## config.mk

```make
export PLATFORM = sky130hd
export DESIGN_NAME = heading_turn_tracker_flat
export DESIGN_NICKNAME = d
export VERILOG_FILES = /design/src/hdl/htt_pkg.sv /design/src/hdl/htt_in_if.sv /design/src/hdl/htt_out_if.sv /design/src/hdl/htt_cfg_regs.sv /design/src/hdl/htt_core.sv /design/src/hdl/heading_turn_tracker.sv /design/src/flat_wrapper.sv
export VERILOG_INCLUDE_DIRS = /design/src /design/src/hdl
export SDC_FILE = /design/constraint.sdc
export NUM_CORES = 1
export LEC_CHECK = 0
export BUFFER_PORTS_ARGS = -buffer_cell sky130_fd_sc_hd__buf_2
export CAP_MARGIN = 20
export CELL_PAD_IN_SITES_DETAIL_PLACEMENT = 1
export CELL_PAD_IN_SITES_GLOBAL_PLACEMENT = 2
export CORE_MARGIN = 1.5
export CORE_UTILIZATION = 37
export CTS_CLUSTER_SIZE = 20
export DETAILED_ROUTE_END_ITERATION = 12
export PLACE_DENSITY_LB_ADDON = 0.1
export SLEW_MARGIN = 40
export SYNTH_ARGS = -nofsm -noshare
export SYNTH_HDL_FRONTEND = slang
export SYNTH_HIERARCHICAL = 1
export SYNTH_SLANG_ARGS = --single-unit
```

## constraint.sdc

```tcl
create_clock -name clk -period 17.1 [get_ports clk]
set_clock_uncertainty 0.15 [all_clocks]
set_input_delay 1.71 -clock clk [delete_from_list [all_inputs] [get_ports clk]]
set_output_delay 1.71 -clock clk [all_outputs]
set_load 0.02 [all_outputs]
```

## src/hdl/heading_turn_tracker_defines.svh

```systemverilog
// ----------------------------------------------------------------------------
// heading_turn_tracker_defines: assertion macros
// Shared assertion helpers. Every module that uses them has clk and rst_n.
// ----------------------------------------------------------------------------
`ifndef HEADING_TURN_TRACKER_DEFINES_SVH
`define HEADING_TURN_TRACKER_DEFINES_SVH

`ifndef SYNTH

// condition holds at every edge out of reset
`define HTT_ASSERT(lbl, cond) \
  lbl: assert property (@(posedge clk) disable iff (!rst_n) (cond)) \
    else $error("htt assertion failed");

// antecedent implies consequent in the same cycle
`define HTT_ASSERT_IMP(lbl, ante, cons) \
  lbl: assert property (@(posedge clk) disable iff (!rst_n) (ante) |-> (cons)) \
    else $error("htt assertion failed");

// antecedent implies consequent in the next cycle
`define HTT_ASSERT_NEXT(lbl, ante, cons) \
  lbl: assert property (@(posedge clk) disable iff (!rst_n) (ante) |=> (cons)) \
    else $error("htt assertion failed");

`else

`define HTT_ASSERT(lbl, cond)
`define HTT_ASSERT_IMP(lbl, ante, cons)
`define HTT_ASSERT_NEXT(lbl, ante, cons)

`endif

`endif

```

## src/hdl/htt_pkg.sv

```systemverilog
`timescale 1ns / 1ps
// ----------------------------------------------------------------------------
// htt_pkg: heading turn tracker package
// Types, codes and fixed-point constants shared by the tracker modules.
// ----------------------------------------------------------------------------
package htt_pkg;

  // item selector codes
  localparam logic [1:0] FUNC_YAW  = 2'd0;
  localparam logic [1:0] FUNC_GOAL = 2'd1;
  localparam logic [1:0] FUNC_STOP = 2'd2;

  // result status codes
  localparam logic [1:0] ST_TURNING = 2'd0;
  localparam logic [1:0] ST_DONE    = 2'd1;
  localparam logic [1:0] ST_STOPPED = 2'd2;

  // register indexes (byte address / 4)
  localparam int          ADDR_W         = 4;
  localparam logic [1:0]  REG_USE_CUSTOM = 2'd0;
  localparam logic [1:0]  REG_EXIT       = 2'd1;
  localparam logic [1:0]  REG_ENTRANCE   = 2'd2;
  localparam logic [1:0]  REG_TURN_SPEED = 2'd3;

  // Q3.12 angle constants, 18-bit signed working width
  localparam logic signed [17:0] WRAP_TWO_PI = 18'sd25723;
  localparam logic signed [17:0] STEP_TWO_PI = 18'sd25736;
  localparam logic signed [17:0] LOW_BAND    = 18'sd4096;
  localparam logic signed [17:0] HIGH_BAND   = 18'sd25395;
  localparam logic [16:0]        STEP_LIMIT  = 17'd6431;
  localparam logic [19:0]        TOTAL_MAX   = 20'd524287;

  typedef struct packed {
    logic        use_custom;
    logic [14:0] exit_angle;
    logic [14:0] entrance_angle;
    logic [14:0] turn_speed;
  } htt_cfg_t;

  typedef struct packed {
    logic [1:0]         func;
    logic signed [14:0] yaw_sample;
    logic signed [15:0] goal_angle;
    logic               enter_row;
  } htt_item_t;

  typedef struct packed {
    logic signed [15:0] angular_speed;
    logic [1:0]         status;
  } htt_res_t;

endpackage

```

## src/hdl/htt_in_if.sv

```systemverilog
`timescale 1ns / 1ps
// ----------------------------------------------------------------------------
// htt_in_if: input item channel
// Valid/ready channel carrying one tracker input item.
// ----------------------------------------------------------------------------
interface htt_in_if;
  logic               valid;
  logic               ready;
  logic [1:0]         func;
  logic signed [14:0] yaw_sample;
  logic signed [15:0] goal_angle;
  logic               enter_row;

  modport source (output valid, output func, output yaw_sample, output goal_angle,
                  output enter_row, input ready);
  modport sink   (input valid, input func, input yaw_sample, input goal_angle,
                  input enter_row, output ready);
endinterface

```

## src/hdl/htt_out_if.sv

```systemverilog
`timescale 1ns / 1ps
// ----------------------------------------------------------------------------
// htt_out_if: result channel
// Valid/ready channel carrying one tracker result item.
// ----------------------------------------------------------------------------
interface htt_out_if;
  logic               valid;
  logic               ready;
  logic signed [15:0] angular_speed;
  logic [1:0]         status;

  modport source (output valid, output angular_speed, output status, input ready);
  modport sink   (input valid, input angular_speed, input status, output ready);
endinterface

```

## src/hdl/htt_cfg_regs.sv

```systemverilog
`timescale 1ns / 1ps
// ----------------------------------------------------------------------------
// htt_cfg_regs: configuration registers
// APB-style register file holding custom angle select, angles and speed.
// ----------------------------------------------------------------------------
module htt_cfg_regs (
  input  logic                      clk,
  input  logic                      rst_n,
  input  logic                      psel,
  input  logic                      penable,
  input  logic                      pwrite,
  input  logic [htt_pkg::ADDR_W-1:0] paddr,
  input  logic [31:0]               pwdata,
  output logic [31:0]               prdata,
  output logic                      pready,
  output htt_pkg::htt_cfg_t         cfg
);
  import htt_pkg::*;

  htt_cfg_t   cfg_r;
  logic       wr_en;
  logic [1:0] reg_idx;

  assign pready  = 1'b1;
  assign reg_idx = paddr[ADDR_W-1:2];
  assign wr_en   = psel && penable && pwrite && pready;

  always_ff @(posedge clk) begin
    if (!rst_n) begin
      cfg_r <= '0;
    end else if (wr_en) begin
      case (reg_idx)
        REG_USE_CUSTOM: cfg_r.use_custom     <= pwdata[0];
        REG_EXIT:       cfg_r.exit_angle     <= pwdata[14:0];
        REG_ENTRANCE:   cfg_r.entrance_angle <= pwdata[14:0];
        REG_TURN_SPEED: cfg_r.turn_speed     <= pwdata[14:0];
        default: ;
      endcase
    end
  end

  always_comb begin
    case (reg_idx)
      REG_USE_CUSTOM: prdata = {31'd0, cfg_r.use_custom};
      REG_EXIT:       prdata = {17'd0, cfg_r.exit_angle};
      REG_ENTRANCE:   prdata = {17'd0, cfg_r.entrance_angle};
      REG_TURN_SPEED: prdata = {17'd0, cfg_r.turn_speed};
      default:        prdata = 32'd0;
    endcase
  end

  assign cfg = cfg_r;

endmodule

```

## src/hdl/htt_core.sv

```systemverilog
`timescale 1ns / 1ps
// ----------------------------------------------------------------------------
// htt_core: turn tracking datapath
// Holds tracking state; processes one registered item per cycle while item_vld is high.
// ----------------------------------------------------------------------------
`include "heading_turn_tracker_defines.svh"

module htt_core #(
  parameter int DECIMATION = 10
) (
  input  logic               clk,
  input  logic               rst_n,
  input  logic               item_vld,
  input  htt_pkg::htt_item_t item,
  input  htt_pkg::htt_cfg_t  cfg,
  output logic               res_vld,
  output htt_pkg::htt_res_t  res
);
  import htt_pkg::*;

  localparam int CNT_W = $clog2(DECIMATION + 1);
  localparam logic [CNT_W-1:0] DEC_N = CNT_W'(DECIMATION);

  // tracking state
  logic               active_r, active_nxt;
  logic [CNT_W-1:0]   cnt_r, cnt_nxt;
  logic               have_first_r, have_first_nxt;
  logic signed [15:0] last_r, last_nxt;
  logic [19:0]        total_r, total_nxt;
  logic               step_acc_r, step_acc_nxt;
  logic               side_neg_r, side_neg_nxt;
  logic signed [15:0] goal_r, goal_nxt;
  logic               enter_r, enter_nxt;

  // datapath
  logic [CNT_W-1:0]   cnt_inc;
  logic               tick;
  logic signed [17:0] yaw_x, yaw_w, last_x, diff_a, diff_b;
  logic [16:0]        abs_a, abs_b, step;
  logic               fwd, step_good, acc_new;
  logic [20:0]        total_sum;
  logic [19:0]        total_sat, total_upd;
  logic signed [16:0] goal_x;
  logic [16:0]        mag_goal, mag;
  logic               side_new, done;
  logic signed [15:0] speed;

  assign cnt_inc = cnt_r + 1'b1;
  assign tick    = (cnt_inc >= DEC_N);

  // wrap yaw into 0..2pi
  assign yaw_x  = 18'(item.yaw_sample);
  assign yaw_w  = (yaw_x < 0) ? yaw_x + WRAP_TWO_PI : yaw_x;
  assign last_x = 18'(last_r);

  // shortest step, direct or across the wrap
  assign diff_a = yaw_w - last_x;
  assign diff_b = side_neg_r ? (yaw_w - last_x - STEP_TWO_PI)
                             : (yaw_w - last_x + STEP_TWO_PI);
  assign abs_a  = 17'((diff_a < 0) ? -diff_a : diff_a);
  assign abs_b  = 17'((diff_b < 0) ? -diff_b : diff_b);
  assign step   = (abs_a < abs_b) ? abs_a : abs_b;

  // forward motion in the turning direction, with wrap bands
  always_comb begin
    if (!side_neg_r) begin
      fwd = (last_x < yaw_w) ||
            ((last_x > yaw_w) && (yaw_w < LOW_BAND) && (last_x > HIGH_BAND));
    end else begin
      fwd = (last_x > yaw_w) ||
            ((last_x < yaw_w) && (last_x < LOW_BAND) && (yaw_w > HIGH_BAND));
    end
  end

  assign step_good = (step < STEP_LIMIT) && fwd;
  assign acc_new   = have_first_r ? step_good : step_acc_r;

  // saturating accumulator
  assign total_sum = {1'b0, total_r} + 21'(step);
  assign total_sat = (total_sum > 21'(TOTAL_MAX)) ? TOTAL_MAX : total_sum[19:0];
  assign total_upd = (have_first_r && step_good) ? total_sat : total_r;

  // target magnitude and turning side
  assign goal_x   = 17'(goal_r);
  assign mag_goal = 17'((goal_x < 0) ? -goal_x : goal_x);
  assign mag      = !cfg.use_custom ? mag_goal
                  : (enter_r ? {2'b00, cfg.entrance_angle} : {2'b00, cfg.exit_angle});
  assign side_new = cfg.use_custom && goal_r[15] && (mag != 17'd0);
  assign done     = (total_upd >= 20'(mag));
  assign speed    = side_new ? -16'({1'b0, cfg.turn_speed}) : 16'({1'b0, cfg.turn_speed});

  always_comb begin
    active_nxt     = active_r;
    cnt_nxt        = cnt_r;
    have_first_nxt = have_first_r;
    last_nxt       = last_r;
    total_nxt      = total_r;
    step_acc_nxt   = step_acc_r;
    side_neg_nxt   = side_neg_r;
    goal_nxt       = goal_r;
    enter_nxt      = enter_r;
    res_vld        = 1'b0;
    res            = '{angular_speed: 16'sd0, status: ST_TURNING};
    case (item.func)
      FUNC_GOAL: begin
        goal_nxt       = item.goal_angle;
        enter_nxt      = item.enter_row;
        total_nxt      = '0;
        last_nxt       = '0;
        cnt_nxt        = '0;
        have_first_nxt = 1'b0;
        active_nxt     = 1'b1;
      end
      FUNC_STOP: begin
        active_nxt = 1'b0;
        res_vld    = 1'b1;
        res        = '{angular_speed: 16'sd0, status: ST_STOPPED};
      end
      FUNC_YAW: begin
        if (!tick) begin
          cnt_nxt = cnt_inc;
        end else begin
          cnt_nxt = '0;
          if (active_r) begin
            step_acc_nxt   = acc_new;
            total_nxt      = total_upd;
            have_first_nxt = 1'b1;
            side_neg_nxt   = side_new;
            if (acc_new) begin
              last_nxt = 16'(yaw_w);
            end
            res_vld = 1'b1;
            if (done) begin
              active_nxt = 1'b0;
              res        = '{angular_speed: 16'sd0, status: ST_DONE};
            end else begin
              res = '{angular_speed: speed, status: ST_TURNING};
            end
          end
        end
      end
      default: ;
    endcase
  end

  always_ff @(posedge clk) begin
    if (!rst_n) begin
      active_r     <= 1'b0;
      cnt_r        <= '0;
      have_first_r <= 1'b0;
      last_r       <= '0;
      total_r      <= '0;
      step_acc_r   <= 1'b1;
      side_neg_r   <= 1'b0;
      goal_r       <= '0;
      enter_r      <= 1'b0;
    end else if (item_vld) begin
      active_r     <= active_nxt;
      cnt_r        <= cnt_nxt;
      have_first_r <= have_first_nxt;
      last_r       <= last_nxt;
      total_r      <= total_nxt;
      step_acc_r   <= step_acc_nxt;
      side_neg_r   <= side_neg_nxt;
      goal_r       <= goal_nxt;
      enter_r      <= enter_nxt;
    end
  end

  `HTT_ASSERT(a_cnt_range, cnt_r < DEC_N)
  `HTT_ASSERT_NEXT(a_stop_deactivates, item_vld && (item.func == FUNC_STOP), !active_r)
  `HTT_ASSERT_NEXT(a_goal_clears, item_vld && (item.func == FUNC_GOAL),
                   active_r && (total_r == 20'd0) && !have_first_r)

endmodule

```

## src/hdl/heading_turn_tracker.sv

```systemverilog
`timescale 1ns / 1ps
// ----------------------------------------------------------------------------
// heading_turn_tracker: in-place turn tracker
// Follows a turn from decimated yaw samples and commands angular speed.
// ----------------------------------------------------------------------------
// usage
//   in_ch  : valid/ready items; func selects yaw sample, new goal or stop
//   out_ch : valid/ready results (angular_speed, status), at most one per item
//   psel.. : APB-style register port, use_custom_angles at 0x0, exit_angle at
//            0x4, entrance_angle at 0x8, turn_speed at 0xc; write config only
//            while no item is in flight
// timing
//   an item is taken into an input register, then processed by the tracking
//   datapath whose result lands in the output register; result valid comes
//   from the output register
//   one item per cycle is sustained while out_ch takes results; the rate is
//   set by the state update in htt_core (accumulate, compare, latch)
// reset
//   synchronous active-low rst_n clears the valid flags, config registers and
//   tracking state; block is inactive until a goal item arrives
// back-pressure
//   while a result waits on out_ch the input register holds its item; in_ch
//   ready drops only when both registers are full and out_ch is stalled
// ----------------------------------------------------------------------------
`include "heading_turn_tracker_defines.svh"

module heading_turn_tracker #(
  parameter int DECIMATION = 10
) (
  input  logic                       clk,
  input  logic                       rst_n,
  htt_in_if.sink                     in_ch,
  htt_out_if.source                  out_ch,
  input  logic                       psel,
  input  logic                       penable,
  input  logic                       pwrite,
  input  logic [htt_pkg::ADDR_W-1:0] paddr,
  input  logic [31:0]                pwdata,
  output logic [31:0]                prdata,
  output logic                       pready
);
  import htt_pkg::*;

  htt_cfg_t  cfg;

  // input register stage
  logic      in_vld_r;
  htt_item_t item_r;

  // result register stage
  logic      out_vld_r;
  htt_res_t  res_r;

  // core hookup
  logic      core_res_vld;
  htt_res_t  core_res;
  logic      out_free;
  logic      adv;

  // result slot is free when empty or being taken this cycle
  assign out_free     = !out_vld_r || out_ch.ready;
  // registered item moves through the datapath when the result slot is free
  assign adv          = in_vld_r && out_free;
  assign in_ch.ready  = !in_vld_r || out_free;

  htt_cfg_regs u_cfg (
    .clk     (clk),
    .rst_n   (rst_n),
    .psel    (psel),
    .penable (penable),
    .pwrite  (pwrite),
    .paddr   (paddr),
    .pwdata  (pwdata),
    .prdata  (prdata),
    .pready  (pready),
    .cfg     (cfg)
  );

  htt_core #(
    .DECIMATION (DECIMATION)
  ) u_core (
    .clk      (clk),
    .rst_n    (rst_n),
    .item_vld (adv),
    .item     (item_r),
    .cfg      (cfg),
    .res_vld  (core_res_vld),
    .res      (core_res)
  );

  // input register: load on transfer, drain when the item advances
  always_ff @(posedge clk) begin
    if (!rst_n) begin
      in_vld_r <= 1'b0;
    end else if (in_ch.valid && in_ch.ready) begin
      in_vld_r <= 1'b1;
    end else if (adv) begin
      in_vld_r <= 1'b0;
    end
  end

  always_ff @(posedge clk) begin
    if (in_ch.valid && in_ch.ready) begin
      item_r <= '{func: in_ch.func, yaw_sample: in_ch.yaw_sample,
                  goal_angle: in_ch.goal_angle, enter_row: in_ch.enter_row};
    end
  end

  // result register: items with no result leave the slot empty
  always_ff @(posedge clk) begin
    if (!rst_n) begin
      out_vld_r <= 1'b0;
    end else if (adv) begin
      out_vld_r <= core_res_vld;
    end else if (out_ch.ready) begin
      out_vld_r <= 1'b0;
    end
  end

  always_ff @(posedge clk) begin
    if (adv && core_res_vld) begin
      res_r <= core_res;
    end
  end

  assign out_ch.valid         = out_vld_r;
  assign out_ch.angular_speed = res_r.angular_speed;
  assign out_ch.status        = res_r.status;

  // a waiting result is never overwritten
  `HTT_ASSERT_IMP(a_no_overwrite, out_vld_r && !out_ch.ready, !adv)
  // finished or stopped turns always command zero speed
  `HTT_ASSERT_IMP(a_idle_zero_speed, out_vld_r && (res_r.status != ST_TURNING),
                  res_r.angular_speed == 16'sd0)
  // a stalled input item stays in its register
  `HTT_ASSERT_NEXT(a_item_held, in_vld_r && !out_free, in_vld_r && $stable(item_r))

endmodule

```

## src/flat_wrapper.sv

```systemverilog
// flat-port wrapper written by rule: the top's interface ports become plain ports
module heading_turn_tracker_flat import htt_pkg::*;
#(
  parameter int DECIMATION = 10
)
  (clk, rst_n, psel, penable, pwrite, paddr, pwdata, prdata, pready, in_ch_valid, in_ch_func, in_ch_yaw_sample, in_ch_goal_angle, in_ch_enter_row, in_ch_ready, out_ch_valid, out_ch_angular_speed, out_ch_status, out_ch_ready);
  htt_in_if in_ch_i ();
  htt_out_if out_ch_i ();
  input  logic clk;
  input  logic rst_n;
  input  logic psel;
  input  logic penable;
  input  logic pwrite;
  input  logic [htt_pkg::ADDR_W-1:0] paddr;
  input  logic [31:0] pwdata;
  output logic [31:0] prdata;
  output logic pready;
  input wire logic [$bits(in_ch_i.valid)-1:0] in_ch_valid;
  input wire logic [$bits(in_ch_i.func)-1:0] in_ch_func;
  input wire logic [$bits(in_ch_i.yaw_sample)-1:0] in_ch_yaw_sample;
  input wire logic [$bits(in_ch_i.goal_angle)-1:0] in_ch_goal_angle;
  input wire logic [$bits(in_ch_i.enter_row)-1:0] in_ch_enter_row;
  output wire logic [$bits(in_ch_i.ready)-1:0] in_ch_ready;
  output wire logic [$bits(out_ch_i.valid)-1:0] out_ch_valid;
  output wire logic [$bits(out_ch_i.angular_speed)-1:0] out_ch_angular_speed;
  output wire logic [$bits(out_ch_i.status)-1:0] out_ch_status;
  input wire logic [$bits(out_ch_i.ready)-1:0] out_ch_ready;
  assign in_ch_i.valid = in_ch_valid;
  assign in_ch_i.func = in_ch_func;
  assign in_ch_i.yaw_sample = in_ch_yaw_sample;
  assign in_ch_i.goal_angle = in_ch_goal_angle;
  assign in_ch_i.enter_row = in_ch_enter_row;
  assign in_ch_ready = in_ch_i.ready;
  assign out_ch_valid = out_ch_i.valid;
  assign out_ch_angular_speed = out_ch_i.angular_speed;
  assign out_ch_status = out_ch_i.status;
  assign out_ch_i.ready = out_ch_ready;
  heading_turn_tracker #(.DECIMATION(DECIMATION)) u_core (.clk(clk), .rst_n(rst_n), .in_ch(in_ch_i), .out_ch(out_ch_i), .psel(psel), .penable(penable), .pwrite(pwrite), .paddr(paddr), .pwdata(pwdata), .prdata(prdata), .pready(pready));
endmodule
```

==> results.py <==
metrics = {
    "layout": {
        "num-nets-final": 1753,
        "final.fill_count": 4106,
        "multiInputGateArea_sq_um": 8700,
        "regArea_sq_um": 3740,
        "antennaDiodeCount": 0,
        "drive_gt1_share_pct": 14.6,
        "area_delta_synth_final_pct": 10.2,
    },
    "clock_tree": {
        "clock_latency_ns": 0.46,
        "cts_tree": "done",
        "cts.htree.levels": 4,
        "cts-root-buf": "clkbuf_16",
        "cts_resized": 0,
        "cts_hold_buf": 0,
        "clk_pin_slew_ns": 0.07,
        "cts_buffer_depth": 2,
        "numClockSinks": 161,
        "numCtsBuffers": 17,
        "cts_setup_buffers": 0,
    },
    "global_route": {
        "grt_pass1_vias": 11100,
        "grt_max_degree": 72,
        "antenna_found_initial": 1,
        "grt_usage_pct": 20.9,
        "grt_overflow_total": 0,
        "grt_first_pass_wirelength_microns": 60000,
    },
    "critical_path": {
        "critPathBufInv": 2,
        "crit_path_end_kind": "flip-flop",
        "arrival_ns": 15.35,
        "required_ns": 17.23,
        "path_max_fanout": 31,
        "crit_family": "compound AO/OA/AOI/OAI gates",
        "crit_path_top_delay_cell": "nand4b_4",
        "critPathLaunchType": "flip-flop",
        "critPathMaxStageDelay_ns": 0.51,
        "worstSetupPathType": "flip-flop to flip-flop",
        "r2r_slack_ns": 1.87,
        "crit_top_cell": "a21o_1",
    },
    "drt": {
        "drt_pass1_iterations": 5,
        "via_per_inst": 5.46,
        "routed_wl_microns": 37600,
        "wl_per_cell_microns": 18.4,
        "via_count": 11200,
        "dr.first_iter.drc_count": 482,
        "drc_errors": 0,
        "antenna_left": 0,
    },
    "floorplan": {
        "ios": 130,
        "core_area_sq_um": 34600,
        "dieArea_sq_um": 36500,
        "die_width_microns": 191,
        "die_h_microns": 191,
        "row_count": 68,
        "start_util_pct": 37.7,
    },
    "place": {
        "place_congestion": 0.826,
        "dp_hpwl_microns": 29200,
        "port_buffers": 92,
        "pre_cts_ws_ns": 1.65,
    },
    "pwr": {
        "p_total_mw": 1.52,
        "peakVddDrop_uv": 82.1,
        "p_leak_nw": 5.71,
        "powerDensity_nw_per_um2": 105,
    },
    "timing": {
        "hold_viol": 0,
        "fin_crit_sh_pct": 89.0,
        "setup_viol": 0,
        "maxSlewHeadroom_pct": 48.9,
        "slew_viol_final": 0,
        "worst_pin_slew_ns": 0.759,
        "timing.fmax_mhz": 65.7,
        "rsz0062_at_grt": "false",
        "final.setup.tns_ns": 0,
        "setup_ws_ns": 1.87,
        "fin_crit_ns": 15.23,
    },
    "status": {
        "status": "finished clean",
    },
    "logic_synthesis": {
        "syn-cell-area_sq_um": 13100,
        "synth_common_cells": "209 x nand2_1, 109 x dfxtp_1, 95 x ha_1, 87 x nor2_1",
        "syn_area_per_cell_sq_um": 8.55,
        "syn_inst": 1529,
        "yosysSeqAreaShare_pct": 28.6,
        "synth.distinct_cells": 101,
        "synth-seq-cells": 161,
        "ys.flop_type": "dfxtp_1",
        "synth_area_leaders": "dfxtp_1 17%, edfxtp_1 12%, ha_1 9.1%, nand2_1 6.0%, mux2i_1 5.5%",
        "synth_edf_count": 52,
        "synth.yosys.warnings": 6,
        "synth.most_common_cell": "nand2_1",
        "async_reset_ff_share_pct": 0,
        "yosys.area.top_type_share_pct": 16.7,
        "synth_top_area_cell": "dfxtp_1",
    },
    "hold_path": {
        "min_path_type": "flip-flop to flip-flop",
    },
    "job": {
        "drv_cap": 0,
    },
}
## layer usage
| layer | share of wire [%] | up-vias | global-route usage [%] |
|---|---|---|---|
| met3 | 3.0 | 24 | 2.75 |
| met2 | 44 | 152 | 32.8 |
| met4 | 0.98 | 2 | 4.36 |
| met5 | 0.029 | - | 0 |
| li1 | - | 5551 | - |
| met1 | 52 | 5432 | 30.4 |
## layout make-up
class / count / share of cell area [%]
Clock inverter: 15 / 1.19
Timing Repair Buffer: 104 / 3.89
Multi-Input combinational cell: 1232 / 60.4
Clock buffer: 17 / 2.95
Inverter: 62 / 1.62
Sequential cell: 161 / 26.0
Tap cell: 455 / 3.95
## worst paths after layout
path                                    endpoint  cells after the start               startpoint
setup / recovery  u_core/out_ch.angular_speed[5]                     55        u_core/item_r[21]
hold / removal           u_core/u_core/last_r[9]                      2  u_core/u_core/last_r[9]
setup reg to reg  u_core/out_ch.angular_speed[5]                     55        u_core/item_r[21]
hold reg to reg          u_core/u_core/last_r[9]                      2  u_core/u_core/last_r[9]
## sequential cells by signal, summed over array words and instances, names as in the netlist
| name | count |
|---|---|
| u_core/out_ch.valid | 1 |
| u_core/u_core/step_acc_r | 1 |
| u_core/item_r | 34 |
| u_core/u_core/enter_r | 1 |
| u_core/u_core/total_r | 20 |
| u_core/in_vld_r | 1 |
| u_core/out_ch.status | 2 |
| u_core/u_core/cnt_r | 4 |
| u_core/u_cfg/cfg | 46 |
| u_core/u_core/active_r | 1 |
| u_core/u_core/side_neg_r | 1 |
| u_core/out_ch.angular_speed | 16 |
| u_core/u_core/have_first_r | 1 |
| u_core/u_core/goal_r | 16 |
| u_core/u_core/last_r | 16 |
## where the power goes
part           leakage (nW)  switching (mW)  internal, mW  total, mW
combinational          4.03           0.448         0.273      0.721
clock                 0.291           0.190         0.197      0.387
sequential             1.39         0.00724         0.402      0.409
## worst reg2reg max path, delay by kind of cell, from the launching register on
kind	cells	cell delay, ns
and+or+nand+nor	18	4.15
xor gates and xnor gates	4	1.45
adders and majority gates	5	1.79
DFF	1	0.47
buffers and inverters	2	0.58
muxes	1	0.29
AOI/OAI and AO/OA	25	6.19
## stage by stage
stage | instance area, sq um | utilization (%) | hold WS [ns] | std cells
finish | 14400 | 41.6 | 0.298 | 2046
global route | 14400 | 41.6 | 0.335 | 2046
CTS | 14400 | 41.6 | 0.302 | 2046
detailed placement | 13800 | 39.8 | 0.292 | 2014
global placement | 13800 | 39.7 | 0.289 | 2013
floorplan | 13100 | - | 0.278 | 1547
## cell usage in the layout, fill, tap and decap left out, drive strengths merged, types with 11 or more instances in the layout
cell type and instances:
o21a 13, inv 68, edfxtp 52, clkbuf 17, nand3 31, mux2i 72, xnor2 58, ha 95
nor4 12, nand2 209, mux2 35, buf 104, conb 22, dfxtp 109, o31ai 16, nand4 19
or2 11, nand2b 19, xor2 47, a31oi 12, nor3 26, nor2 99, a21oi 66, a22oi 20
a21o 26, nor2b 39, a21boi 22, and2 21, o21ai 84, a22o 15
## cell families after synthesis
kind of cell             share of synthesized area [%]
XOR/XNOR                                          7.15
other                                            0.115
AND/OR/NAND/NOR                                   20.7
adder cells (fa/ha/maj)                           9.55
AO/OA/AOI/OAI                                     19.5
buffers and inverters                             5.67
multiplexers                                      8.70
flip-flops                                        28.6
Power figures use the tool's default switching activity.
